**src/rtl/mipu_ram.sv**
```systemverilog
module mipu_ram #(
    parameter int WIDTH = 8,
    parameter int DEPTH = 256
) (
    input  logic                     aclk,
    input  logic                     we,
    input  logic [$clog2(DEPTH)-1:0] waddr,
    input  logic [WIDTH-1:0]         wdata,
    input  logic                     re,
    input  logic [$clog2(DEPTH)-1:0] raddr,
    output logic [WIDTH-1:0]         rdata
);

    logic [WIDTH-1:0] mem [DEPTH];

    // read returns old data on a same-cycle write to the same address
    always_ff @(posedge aclk) begin
        if (we) begin
            mem[waddr] <= wdata;
        end
        if (re) begin
            rdata <= mem[raddr];
        end
    end

endmodule

```
**config.mk**
```make
export PLATFORM = sky130hd
export DESIGN_NAME = mipu_ram
export DESIGN_NICKNAME = d
export VERILOG_FILES = /design/src/rtl/mipu_ram.sv
export SDC_FILE = /design/constraint.sdc
export NUM_CORES = 2
export LEC_CHECK = 0
export BUFFER_PORTS_ARGS = -buffer_cell sky130_fd_sc_hd__clkbuf_2
export CAP_MARGIN = 10
export CORE_MARGIN = 3
export CORE_UTILIZATION = 50
export CTS_CLUSTER_SIZE = 8
export DETAILED_ROUTE_END_ITERATION = 10
export PLACE_DENSITY = 0.68
export SETUP_SLACK_MARGIN = 0.1
export SKIP_CTS_REPAIR_TIMING = 1
export SLEW_MARGIN = 15
export SYNTH_ARGS = -nofsm -noshare
export SYNTH_HDL_FRONTEND = slang
export SYNTH_SLANG_ARGS = --single-unit
```
**constraint.sdc**
```tcl
create_clock -name aclk -period 2.8 [get_ports aclk]
set_clock_uncertainty 0.15 [all_clocks]
set_input_delay 0.56 -clock aclk [delete_from_list [all_inputs] [get_ports aclk]]
set_output_delay 0.56 -clock aclk [all_outputs]
set_load 0.005 [all_outputs]
```
==> results.json <==
{
  "startpoint_type": "input pin",
  "hold_violations": 0,
  "crit_path_max_fanout": 14,
  "gr-total-overflow": 0,
  "worstPathArrival_ns": 3.15,
  "fmax_mhz": 376.0,
  "avgSynthCellArea_um2": 21.33,
  "maxCapViolations": 0,
  "synth_cells": 3733,
  "powerDensity_nw_per_um2": 720.6,
  "slowest_stage": "mux4_2",
  "final_common_cell": "edfxtp_1",
  "r2r_end": "rdata[5]",
  "slew_viol_final": 0,
  "endpoint": "rdata[6]",
  "p_sw_uw": 13980,
  "worstSetupEndpointType": "register",
  "synth_cell_types": 54,
  "fin_crit_sh_pct": 94.98,
  "crit_required_ns": 3.29,
  "seqPwrFrac_pct": 49.5,
  "gp_congestion": 0.8961,
  "area_growth_pct": 20.01,
  "clk_pin_slew_ns": 0.05,
  "routed_wl_um": 201200,
  "fillCellCount": 10670,
  "rr_startpoint": "mem[83][5]",
  "period_needed_ns": 2.659,
  "firstDrtPassIters": 5,
  "drc": 0,
  "dp_hpwl_um": 128500,
  "place_ws_ns": -1.183,
  "grt_use_total_pct": 24.89,
  "vias": 41790,
  "insertion_delay_ns": 0.91,
  "setup_slack_ns": 0.1406,
  "ant_nets": 0,
  "reg2reg_slack_ns": 0.15,
  "io_pins": 35,
  "synth_edf_count": 2056,
  "clkPwrFrac_pct": 45.3,
  "fin_cells": 6653,
  "ctsLongestPathBuffers": 4,
  "fin_area_um2": 95570,
  "drive_gt1_share_pct": 34.18,
  "synth_warnings": 0,
  "p_int_uw": 54880,
  "async_flop_share_pct": 0,
  "grt_pass1_wl_um": 295000,
  "die_area_um2": 164100,
  "cts_sinks": 2056,
  "syn-cell-area_um2": 79640,
  "syn_nets": 3760,
  "worst_setup_path_startpoint": "raddr[0]",
  "antenna_found_initial": 11,
  "fin_hold_ws_ns": 0.02923,
  "synth_ff_type": "edfxtp_1",
  "ys_ff_latch": 2056,
  "irDropWorstVdd_uv": 638.2,
  "via_per_inst": 6.281,
  "switching_share_pct": 20.31,
  "die_h_um": 405.1,
  "wl_per_cell_um": 30.25,
  "io_buffers": 34,
  "fin_nets": 4600,
  "finalSetupViolations": 0,
  "cts_tree": "yes",
  "reg2regPathDepth": 7,
  "core_um2": 157300,
  "placed_area_um2": 87540,
  "status": "complete, no violations",
  "slew_headroom_pct": 49.11,
  "initial_core_util_pct": 50.63,
  "p_leak_uw": 0.03142,
  "ys_seq_area_share_pct": 77.53,
  "final_cell_mix": "edfxtp_1 (2,056), buf_4 (650), mux4_2 (454)",
  "first_iter_violations": 5205,
  "cts.htree.levels": 5,
  "dp.cells": 6319,
  "worstMarginPinSlew_ns": 0.7634,
  "path_cells": "buf_8, buf_12, buf_4, mux4_2, a22o_1, nor3_1, a21oi_1, a22oi_1, buf_4, nor4_2",
  "rsz0062_at_grt": "no",
  "critical_path.most_common_cell": "buf_4",
  "slowest_delay_ns": 0.57,
  "min_path_type": "input pin to register",
  "combPwrFrac_pct": 5.1,
  "fp-row-count": 145,
  "criticalPathCategory": "input pin to register",
  "grt_pass1_vias": 42850,
  "numCtsBuffers": 307,
  "clockRootBuffer": "clkbuf_16",
  "grt_max_degree": 112,
  "fp.dieW_um": 405.1
}
[metrics by stage]
step	util (%)	TNS [ns]	total power (uW)
after floorplan	-	0	36280
after global placement	55.65	-7.132	38110
after detailed placement	55.65	-6.857	38170
after CTS	60.67	-0.6366	69330
after global routing	60.74	0	70760
final	60.76	0	68860
[synthesized netlist by cell type, types with 6 or more instances]
master	instances	area, um2
a221oi_1	13	113.9
nor2b_1	31	193.9
clkbuf_1	111	416.7
a211oi_1	16	120.1
a22oi_1	133	998.5
nand2b_1	8	50.05
mux2i_1	134	1341
nand4_1	10	62.56
o211ai_1	10	75.07
edfxtp_1	2056	61740
buf_6	21	236.5
o221ai_1	46	402.9
buf_1	22	82.58
a22o_1	8	70.07
nand3_1	34	170.2
a21oi_1	96	480.5
buf_4	27	202.7
buf_12	8	160.2
nor3_1	22	110.1
buf_2	31	155.2
nor4_1	24	150.1
o22ai_1	28	175.2
buf_8	13	195.2
and2_1	6	37.54
nor2_1	282	1059
nand2_1	33	123.9
mux4_2	454	10220
o21ai_0	10	50.05
[state kept, by name, indices dropped and copies added, names as in the netlist]
register	flops
rdata	8
mem	2048
[worst max-delay path: cells and delay by family]
kind | cells | cell delay, ns
compound gates | 3 | 0.76
buf+inv | 4 | 0.88
simple gates | 2 | 0.32
mux | 1 | 0.57
[power groups by stage]
stage	registers, uW	logic, uW	clock network, uW
2_1_floorplan	34600	1670	0
3_3_place_gp	34600	3470	0
3_5_place_dp	34600	3520	0
4_1_cts	34100	3530	31700
5_1_grt	34100	3720	33000
6_report	34100	3540	31200
[worst min path at each step]
stage	end	start	slack, ns	cells after the start
floorplan	mem[0][0]	wdata[0]	0.51	0
global route	mem[78][2]	wdata[2]	0.003	1
detailed placement	mem[76][4]	wdata[4]	0.78	1
global placement	mem[76][4]	wdata[4]	0.78	1
finish	mem[61][5]	wdata[5]	0.03	1
CTS	mem[89][4]	wdata[4]	-0.17	1
[metal layers]
metal	part of all wire (%)	track usage (%)	vias up
li1	-	-	17260
met1	39	35.26	21810
met2	48	38.84	2298
met3	9.9	5.515	422
met4	3.2	8.320	4
met5	0.0099	0	-
[kinds of logic (layout without fill, tap and decap cells)]
family                 count (synthesis)  in the layout  share of synthesized area [%]
flip-flops                          2056           2056                          77.53
AND/OR/NAND/NOR                      466            466                          2.625
other                                  0              8                              0
AO/OA/AOI/OAI                        385            385                          3.416
buffers and inverters                235           1089                          1.829
multiplexers                         591            591                          14.60
[layout make-up]
cell class	instances	area (um2)	share of cell area (%)
Sequential cell	2056	61740	64.60
Inverter	2	7.507	0.007855
Multi-Input combinational cell	1442	16590	17.36
Antenna cell	8	20.02	0.02095
Clock inverter	10	81.33	0.08510
Clock buffer	313	7811	8.173
Timing Repair Buffer	764	6748	7.061
Tap cell	2058	2575	2.694
(Power assumes the default switching activity.)
