$ cat src/rtl/mipu_pkg.sv
package mipu_pkg;

    typedef enum logic [1:0] {
        KIND_PALETTE = 2'd0,
        KIND_MASK    = 2'd1,
        KIND_PIXEL   = 2'd2,
        KIND_UNUSED  = 2'd3
    } kind_t;

    typedef enum logic [2:0] {
        CFG_DEPTH_CODE      = 3'd0,
        CFG_IMAGE_WIDTH     = 3'd1,
        CFG_IMAGE_HEIGHT    = 3'd2,
        CFG_PIXEL_ROW_BYTES = 3'd3,
        CFG_MASK_ROW_BYTES  = 3'd4
    } cfg_index_t;

    localparam int CFG_INDEX_W     = 3;
    localparam int CFG_DATA_W      = 8;
    localparam int X_W             = 10;  // up to 128 bytes of 8 pixels
    localparam int ROW_W           = 7;
    localparam int MASK_CALC_W     = 12;  // row * mask_row_bytes + x / 8
    localparam int COLOR_W         = 24;
    localparam int PALETTE_DEPTH   = 256;
    localparam int ROW_BYTES_LIMIT = 128;

    typedef struct packed {
        logic [1:0] depth_code;
        logic [6:0] image_width;
        logic [6:0] image_height;
        logic [7:0] pixel_row_bytes;
        logic [4:0] mask_row_bytes;
    } cfg_t;

    typedef struct packed {
        logic [X_W-1:0]   x;
        logic [ROW_W-1:0] row;
        logic [7:0]       cidx;
        logic             last;
    } pix_req_t;

endpackage

$ cat src/rtl/mipu_unpack.sv
module mipu_unpack #(
    parameter int MAX_WIDTH  = 64,
    parameter int MAX_HEIGHT = 64
) (
    input  logic                aclk,
    input  logic                aresetn,
    input  mipu_pkg::cfg_t      cfg,
    input  logic                start,
    input  logic [7:0]          data_byte,
    input  logic                issue,
    output logic                can_take,
    output logic                req_valid,
    output mipu_pkg::pix_req_t  req
);
    import mipu_pkg::*;

    logic                 busy_reg, busy_next;
    logic [7:0]           byte_reg, byte_next;
    logic [X_W-1:0]       x_reg, x_next;
    logic [ROW_W-1:0]     row_reg, row_next;
    logic [3:0]           left_reg, left_next;
    logic [6:0]           rbc_reg, rbc_next;
    logic [ROW_W-1:0]     rcnt_reg, rcnt_next;

    logic [3:0]           per_byte;
    logic [X_W-1:0]       x0;
    logic [X_W-1:0]       diff;
    logic [3:0]           count;
    logic [6:0]           eff_w;
    logic [6:0]           eff_h;
    logic [7:0]           eff_rb;
    logic [7:0]           byte_shifted;
    logic [7:0]           cidx;

    always_comb begin
        unique case (cfg.depth_code)
            2'd0: begin
                per_byte     = 4'd8;
                x0           = {rbc_reg, 3'b000};
                cidx         = {7'd0, byte_reg[7]};
                byte_shifted = {byte_reg[6:0], 1'b0};
            end
            2'd1: begin
                per_byte     = 4'd4;
                x0           = {1'b0, rbc_reg, 2'b00};
                cidx         = {6'd0, byte_reg[7:6]};
                byte_shifted = {byte_reg[5:0], 2'b00};
            end
            2'd2: begin
                per_byte     = 4'd2;
                x0           = {2'b00, rbc_reg, 1'b0};
                cidx         = {4'd0, byte_reg[7:4]};
                byte_shifted = {byte_reg[3:0], 4'h0};
            end
            default: begin
                per_byte     = 4'd1;
                x0           = {3'b000, rbc_reg};
                cidx         = byte_reg;
                byte_shifted = 8'd0;
            end
        endcase
    end

    assign eff_w = 7'((32'(cfg.image_width) > MAX_WIDTH) ? MAX_WIDTH : 32'(cfg.image_width));
    assign eff_h = (cfg.image_height == 7'd0) ? 7'd1 :
                   7'((32'(cfg.image_height) > MAX_HEIGHT) ? MAX_HEIGHT
                                                           : 32'(cfg.image_height));
    assign eff_rb = (cfg.pixel_row_bytes == 8'd0) ? 8'd1 :
                    ((32'(cfg.pixel_row_bytes) > ROW_BYTES_LIMIT) ? 8'(ROW_BYTES_LIMIT)
                                                                  : cfg.pixel_row_bytes);

    // pixels of this byte that fall inside the image width
    assign diff = X_W'(eff_w) - x0;
    always_comb begin
        if (x0 >= X_W'(eff_w)) begin
            count = 4'd0;
        end else if (diff < X_W'(per_byte)) begin
            count = diff[3:0];
        end else begin
            count = per_byte;
        end
    end

    always_comb begin
        rbc_next  = rbc_reg;
        rcnt_next = rcnt_reg;
        if (start) begin
            if (8'(rbc_reg) + 8'd1 >= eff_rb) begin
                rbc_next = 7'd0;
                if (rcnt_reg + 7'd1 >= eff_h) begin
                    rcnt_next = 7'd0;
                end else begin
                    rcnt_next = rcnt_reg + 7'd1;
                end
            end else begin
                rbc_next = rbc_reg + 7'd1;
            end
        end
    end

    always_comb begin
        busy_next = busy_reg;
        byte_next = byte_reg;
        x_next    = x_reg;
        row_next  = row_reg;
        left_next = left_reg;
        priority if (start) begin
            busy_next = (count != 4'd0);
            byte_next = data_byte;
            x_next    = x0;
            row_next  = rcnt_reg;
            left_next = count;
        end else if (issue) begin
            busy_next = (left_reg != 4'd1);
            byte_next = byte_shifted;
            x_next    = x_reg + X_W'(1);
            left_next = left_reg - 4'd1;
        end
    end

    always_ff @(posedge aclk) begin
        if (!aresetn) begin
            busy_reg <= 1'b0;
            left_reg <= 4'd0;
            rbc_reg  <= 7'd0;
            rcnt_reg <= 7'd0;
        end else begin
            busy_reg <= busy_next;
            left_reg <= left_next;
            rbc_reg  <= rbc_next;
            rcnt_reg <= rcnt_next;
        end
    end

    always_ff @(posedge aclk) begin
        byte_reg <= byte_next;
        x_reg    <= x_next;
        row_reg  <= row_next;
    end

    assign can_take  = !busy_reg || (issue && left_reg == 4'd1);
    assign req_valid = busy_reg;
    assign req.x     = x_reg;
    assign req.row   = row_reg;
    assign req.cidx  = cidx;
    assign req.last  = (left_reg == 4'd1);

endmodule

$ cat config.mk
export PLATFORM = sky130hd
export DESIGN_NAME = mipu_unpack
export DESIGN_NICKNAME = d
export VERILOG_FILES = /design/src/rtl/mipu_pkg.sv /design/src/rtl/mipu_unpack.sv
export SDC_FILE = /design/constraint.sdc
export NUM_CORES = 1
export LEC_CHECK = 0
export ABC_CLOCK_PERIOD_IN_PS = 6400
export BUFFER_PORTS_ARGS = -buffer_cell sky130_fd_sc_hd__clkbuf_2
export CAP_MARGIN = 20
export CORE_UTILIZATION = 60
export CTS_CLUSTER_SIZE = 30
export DETAILED_ROUTE_END_ITERATION = 10
export PLACE_DENSITY = 0.82
export SETUP_SLACK_MARGIN = 0.15
export SLEW_MARGIN = 10
export SYNTH_ARGS = -nofsm -noshare
export SYNTH_HDL_FRONTEND = slang
export SYNTH_SLANG_ARGS = --single-unit
$ cat constraint.sdc
create_clock -name aclk -period 6.4 [get_ports aclk]
set_input_delay 0.64 -clock aclk [delete_from_list [all_inputs] [get_ports aclk]]
set_output_delay 0.64 -clock aclk [all_outputs]
set_load 0.03 [all_outputs]
==> results of run 1 <==
[through the flow]
step / hold slack (ns) / util [%] / total power, W
2_1_floorplan: 0.450 / - / 0.000496
6_report: 0.487 / 70.3 / 0.000752
4_1_cts: 0.490 / 70.3 / 0.000753
3_3_place_gp: 0.469 / 68.3 / 0.000543
3_5_place_dp: 0.468 / 68.3 / 0.000550
5_1_grt: 0.513 / 70.3 / 0.000786
[critical path, cell delays in order]
cell and delay [ns]:
clkbuf_2 0.50, nor2b_1 0.35, a22oi_1 0.19, ha_1 0.43
a21boi_0 0.22, nor2_1 0.08, xnor2_1 0.27, ha_1 0.30
a221oi_2 0.30, o31ai_4 0.17, mux2_4 0.34, o22ai_2 0.13
[synth_stat cells, drive strengths merged, types with 2 or more instances]
| master | count | area share (%) |
|---|---|---|
| nand2 | 56 | 6.1 |
| ha | 30 | 11 |
| edfxtp | 25 | 22 |
| a21oi | 23 | 3.4 |
| o21ai | 22 | 3.2 |
| nor2 | 21 | 2.3 |
| dfxtp | 19 | 11 |
| clkbuf | 15 | 1.6 |
| inv | 15 | 1.6 |
| mux2i | 14 | 4.0 |
| nand3 | 14 | 2.0 |
| nor2b | 13 | 2.3 |
| xnor2 | 12 | 3.0 |
| xor2 | 10 | 2.5 |
| a21o | 9 | 2.0 |
| and3 | 8 | 1.4 |
| nand2b | 7 | 1.3 |
| buf | 6 | 0.90 |
| mux2 | 6 | 2.1 |
| a21boi | 5 | 1.1 |
| a22o | 5 | 1.3 |
| nor3 | 5 | 0.72 |
| o21a | 5 | 1.1 |
| nand3b | 4 | 0.87 |
| nor4 | 4 | 0.72 |
| o22ai | 4 | 0.90 |
| a211oi | 3 | 0.79 |
| a31o | 3 | 0.76 |
| nand4 | 3 | 0.54 |
| nand4b | 3 | 0.76 |
| o31ai | 3 | 1.0 |
| nor3b | 2 | 0.58 |
| o221ai | 2 | 0.51 |
[worst max-delay path by stage]
stage,from,to,slack [ns],cells after the start
after floorplan,cfg[28],left_reg[0],2.51,14
after global placement,cfg[28],left_reg[0],2.49,12
after detailed placement,cfg[28],left_reg[0],2.45,12
after CTS,cfg[28],left_reg[0],2.76,12
after global routing,cfg[28],req_valid,2.43,12
final,cfg[28],left_reg[0],2.70,12
[placed cells by master, fill, tap and decap left out, types with 7 or more instances in the layout]
cell      netlist  final
nor2b_1        13     13
nand2b_1        7      7
mux2i_1        14     14
a21oi_1        22     22
xor2_1         10     10
edfxtp_1       25     25
clkbuf_2        0     63
nor2_1         21     21
xnor2_1        12     12
ha_1           30     30
o21ai_0        20     20
a21o_1          8      8
and3_1          8      8
inv_1          13     13
nand3_1        14     14
nand2_1        56     56
dfxtp_1        19     19
[cell families after synthesis]
logic type / Yosys count
muxes: 21
buffers and inverters: 36
AOI/OAI and AO/OA: 93
and+or+nand+nor: 144
DFF: 44
adders and majority gates: 31
xor gates and xnor gates: 22
[area by class of cell]
| cell class | count | area [um2] | area share [%] |
|---|---|---|---|
| timing repair buffer | 63 | 315 | 8.10 |
| clock buffer | 6 | 93.8 | 2.41 |
| tap | 72 | 90.1 | 2.31 |
| clock inverter | 2 | 16.3 | 0.418 |
| sequential | 44 | 1130 | 29.0 |
| inverter | 15 | 56.3 | 1.45 |
| multi-input combinational | 311 | 2190 | 56.3 |
[report_power, final]
group          leakage, nW  switching (W)  internal [W]
Sequential           0.420      0.0000185      0.000320
Clock               0.0530       0.000104      0.000102
Combinational         1.28       0.000126     0.0000808
[metal layers]
layer / GRT usage, % / routed length [um]
met1: 32.3 / 3410
met2: 45.5 / 3630
met3: 3.26 / 305
met4: 7.41 / 89
met5: 0 / 0
==> results.sh, run 1 <==
export IMPL_status="finished clean"
export IMPL_synth_compound_area_share_pct=19.1
export IMPL_holdPathEnd="row_reg[6]"
export IMPL_clock_sinks=44
export IMPL_endpoint_kind="flop"
export IMPL_setup_viol=0
export IMPL_die_w_um=78.0
export IMPL_drc=0
export IMPL_fin_crit_ns=3.70
export IMPL_grt_max_degree=39
export IMPL_h_tree_depth=2
export IMPL_synthSimpleGateAreaFrac_pct=20.4
export IMPL_synthDistinctLibCells=60
export IMPL_start_kind="input pin"
export IMPL_worst_pin_slew_ns=0.720
export IMPL_max_cap_violations=0
export IMPL_design_area_um2=3890
export IMPL_area_growth_pct=12.3
export IMPL_drt_total_wl_um=7440
export IMPL_die_h_um=78.0
export IMPL_synth_enable_flop_cells=25
export IMPL_final_hold_viol_count=0
export IMPL_drt_initial_drc_count=210
export IMPL_synth_area_um2=3470
export IMPL_rsz0062_at_grt="no"
export IMPL_min_period_over_period_pct=57.9
export IMPL_reg2reg_depth=11
export IMPL_worst_r2r_endpoint="left_reg[0]"
export IMPL_postCtsSetupBuffers=0
export IMPL_synth_top_family_by_area="simple AND/OR/NAND/NOR gates"
export IMPL_dp_hpwl_um=5620
export IMPL_grt_ovfl_total=0
export IMPL_async_reset_ff_share_pct=0
export IMPL_vias=3011
export IMPL_synthFlopType="edfxtp_1"
export IMPL_worstSkewPairLatency_ns=0.30
export IMPL_numCtsBuffers=5
export IMPL_synth_fa_ha_area_share_pct=11.4
export IMPL_fin_ws_ns=2.70
export IMPL_maxSlewViolCount=0
export IMPL_r2r_start="rbc_reg[0]"
export IMPL_dp_slack_ns=2.45
export IMPL_synth_fp_nets=463
export IMPL_port_buffer_count=63
export IMPL_gp_congestion=0.899
export IMPL_detail_route_vias_per_cell=5.87
export IMPL_r2r_slack_ns=3.19
export IMPL_core_um2=5540
export IMPL_hp_start="rcnt_reg[6]"
export IMPL_holdPathStages=0
export IMPL_ys_seq_area_share_pct=32.6
export IMPL_synth_warnings=0
export IMPL_initial_core_util_pct=62.6
export IMPL_grt_util_all_layers_pct=25.5
export IMPL_hold_buffers=0
export IMPL_final_antenna_net_count=0
export IMPL_power_density_nw_per_um2=193
export IMPL_synth_xor_area_share_pct=5.56
export IMPL_dp_cells=505
export IMPL_rows=27
export IMPL_setup_tns_ns=0
export IMPL_cp_max_fo=34
export IMPL_hold_path_class="flop to flop"
export IMPL_largest_reg_flops=10
export IMPL_crit_required_ns=6.63
export IMPL_clkSlewWorstSetupHoldPaths_ns=0.09
export IMPL_syn_avg_cell_area_um2=8.87
export IMPL_ys_ff_latch=44
export IMPL_critical_path_class="input pin to flop"
export IMPL_synth_mux_area_share_pct=6.75
export IMPL_fin_cells=513
export IMPL_fin_nets=512
export IMPL_cts_resized_gates=0
export IMPL_grt_first_pass_wirelength_um=12500
export IMPL_routedWlPerCell_um=14.5
export IMPL_grt_pass1_vias=2752
export IMPL_p_leak_nw=1.75
export IMPL_peakVddDrop_v=0.0000958
export IMPL_die_area_um2=6090
export IMPL_fmax_mhz=270
export IMPL_num_fill_cells=439
export IMPL_synth_cells=391
export IMPL_diodes=0
export IMPL_drive_above_1_share_pct=21.1
export IMPL_cts_tree="built"
export IMPL_worstPathArrival_ns=3.93
export IMPL_placed_cell_area_um2=3780
export IMPL_max_slew_margin_pct=52.0
export IMPL_antenna_found_initial=0
export IMPL_drtPass1Iterations=10
export IMPL_io_pin_count=69
export IMPL_clock_skew_ns=0.00584
export IMPL_cts_max_path_buffers=2
export IMPL_cts_root_buf="clkbuf_8"
Power figures use the tool's default switching activity.
==> run 2, diff against run 1 <==
- ABC_AREA: default -> 1
- ABC_CLOCK_PERIOD_IN_PS: 6400 -> 3400
- CORE_UTILIZATION: 60 -> 51
- PLACE_DENSITY: 0.82 -> 0.74
- clock period: 6.4 -> 3.4 ns (I/O delays scaled with it)
==> results.sh, run 2 <==
export IMPL_hold_path_class="input pin to flop"
export IMPL_drive_above_1_share_pct=21.0
export IMPL_routedWlPerCell_um=13.4
export IMPL_ys_ff_latch=44
export IMPL_cts_tree="built"
export IMPL_synth_top_cell_by_area="edfxtp_1"
export IMPL_core_um2=6490
export IMPL_drt_total_wl_um=8620
export IMPL_drc=0
export IMPL_final_common_cell="nand2_1"
export IMPL_dp_cells=632
export IMPL_fin_nets=637
export IMPL_max_slew_margin_pct=44.7
export IMPL_synthTopCellsByArea="edfxtp_1 (21%), nand2_1 (12%), dfxtp_1 (11%), ha_1 (11%), inv_1 (7.7%)"
export IMPL_clock_skew_ns=0.00629
export IMPL_die_h_um=85.1
export IMPL_fin_crit_ns=2.98
export IMPL_cp_max_fo=3
export IMPL_diodes=0
export IMPL_antenna_found_initial=0
export IMPL_rows=29
export IMPL_grt_first_pass_wirelength_um=14300
export IMPL_cts_max_path_buffers=2
export IMPL_endpoint_kind="flop"
export IMPL_min_period_over_period_pct=87.6
export IMPL_grt_pass1_vias=3296
export IMPL_worstSkewPairLatency_ns=0.31
export IMPL_cts_root_buf="clkbuf_8"
export IMPL_num_fill_cells=581
export IMPL_synthTopCellsByCount="nand2_1 (113), inv_1 (72), nor2_1 (41), a21oi_1 (36), ha_1 (30)"
export IMPL_crit_required_ns=3.59
export IMPL_clock_sinks=44
export IMPL_dp_hpwl_um=6790
export IMPL_synthDistinctLibCells=39
export IMPL_area_growth_pct=18.1
export IMPL_worst_pin_slew_ns=0.827
export IMPL_port_buffer_count=63
export IMPL_syn_avg_cell_area_um2=7.16
export IMPL_hold_buffers=0
export IMPL_netlist_area_leader_share_pct=21.3
export IMPL_utilization_pct=64.1
export IMPL_status="finished clean"
export IMPL_dp_slack_ns=0.0852
export IMPL_gp_congestion=0.905
export IMPL_grt_ovfl_total=0
export IMPL_power_w=0.00146
export IMPL_fin_ws_ns=0.421
export IMPL_die_w_um=85.1
export IMPL_start_kind="flop"
export IMPL_vias=3550
export IMPL_ys_seq_area_share_pct=32.1
export IMPL_max_cap_violations=0
export IMPL_critical_path_class="flop to flop"
export IMPL_power_density_nw_per_um2=351
export IMPL_p_leak_nw=2.05
export IMPL_setup_viol=0
export IMPL_synth_warnings=0
export IMPL_grt_util_all_layers_pct=24.6
export IMPL_maxSlewViolCount=0
export IMPL_grt_max_degree=37
export IMPL_rsz0062_at_grt="no"
export IMPL_synth_fp_nets=564
export IMPL_die_area_um2=7240
export IMPL_final_antenna_net_count=0
export IMPL_drt_initial_drc_count=209
export IMPL_synthFlopType="edfxtp_1"
export IMPL_synth_enable_flop_cells=25
export IMPL_h_tree_depth=2
export IMPL_initial_core_util_pct=54.2
export IMPL_async_reset_ff_share_pct=0
export IMPL_io_pin_count=69
export IMPL_drtPass1Iterations=5
export IMPL_largest_reg_flops=10
export IMPL_fmax_mhz=336
export IMPL_numCtsBuffers=5
export IMPL_peakVddDrop_v=0.000218
export IMPL_setup_tns_ns=0
export IMPL_synth_cells=492
export IMPL_post_synth_top_count_cell="nand2_1"
export IMPL_fin_cells=643
export IMPL_synth_area_um2=3520
export IMPL_clkSlewWorstSetupHoldPaths_ns=0.09
export IMPL_detail_route_vias_per_cell=5.52
export IMPL_final_cell_mix="nand2_1 (112), inv_1 (71), clkbuf_2 (63), nor2_1 (37), a21oi_1 (35)"
export IMPL_final_hold_viol_count=0
export IMPL_worstPathArrival_ns=3.17
## run 2: changes by cell type after synthesis, sizes merged, moves of 13 or more
cell and change:
nand3 +17, a21oi +13, inv +62, nor2b -13, nor2 +24, mux2i -14
nand2 +62
## run 2: where the power goes
| part | switching [W] | internal [W] | total (W) |
|---|---|---|---|
| registers | 0.0000245 | 0.000600 | 0.000624 |
| logic | 0.000267 | 0.000138 | 0.000405 |
| clock network | 0.000191 | 0.000240 | 0.000432 |
## run 2: area by class of cell
class	instances	area [um2]	area share [%]
clock buffers	6	82.6	1.98
inverters	79	297	7.13
multi-input cells	357	2080	50.0
well taps	77	96.3	2.32
repair buffers	78	428	10.3
flip-flops and latches	44	1140	27.3
clock inverters	2	38.8	0.932
## run 2: path summary, 6_finish.rpt
check,from,endpoint,slack (ns),cells past startpoint
setup / recovery,rbc_reg[2],req_valid,0.42,20
setup reg to reg,rbc_reg[2],req_valid,0.42,20
hold reg to reg,rcnt_reg[5],row_reg[5],0.44,0
hold / removal,data_byte[0],byte_reg[0],0.31,3
## run 2: kinds of logic (layout without fill, tap and decap cells)
group,count (synthesis),in the layout,synth area share [%]
AND/OR/NAND/NOR,219,219,28.0
buffers and inverters,91,165,9.91
AO/OA/AOI/OAI,89,89,14.3
flip-flops,44,44,32.1
adder cells (fa/ha/maj),31,31,11.2
XOR/XNOR,18,18,4.48
## run 2: worst max-delay path, cell delays in order, from the launching register on
cell and delay [ns]:
dfxtp_4 0.36, inv_1 0.07, o22ai_2 0.18, a21oi_2 0.06, ha_1 0.31, or2_2 0.30
and2_1 0.17, xor2_1 0.16, ha_1 0.20, inv_1 0.05, nand2_1 0.05, nor2_2 0.09
nand2_1 0.05, nor2_1 0.11, nand2_1 0.09, nor2_2 0.13, nand4_1 0.13, nand3_2 0.11
nand3_1 0.09, nor2_1 0.09, nor2_1 0.05
## run 2: through the flow
step | hold WS, ns | instance area [um2]
floorplan | 0.408 | 3520
global placement | 0.415 | 3970
detailed placement | 0.423 | 3970
CTS | 0.310 | 4090
global route | 0.317 | 4160
finish | 0.311 | 4160
## run 2: what timing repair did
item | in CTS | in global routing
setup endpoints to repair | 0 | 5
hold endpoints to repair | 0 | 0
resized for setup | 0 | 15
setup buffers | 0 | 3
## run 2: per-layer routing
metal / vias up / track usage, % / routed length (um)
met5: - / 0 / 0
met4: 0 / 8.63 / 194
li1: 1805 / - / -
met2: 109 / 46.0 / 4420
met1: 1616 / 28.1 / 3590
met3: 20 / 4.38 / 418
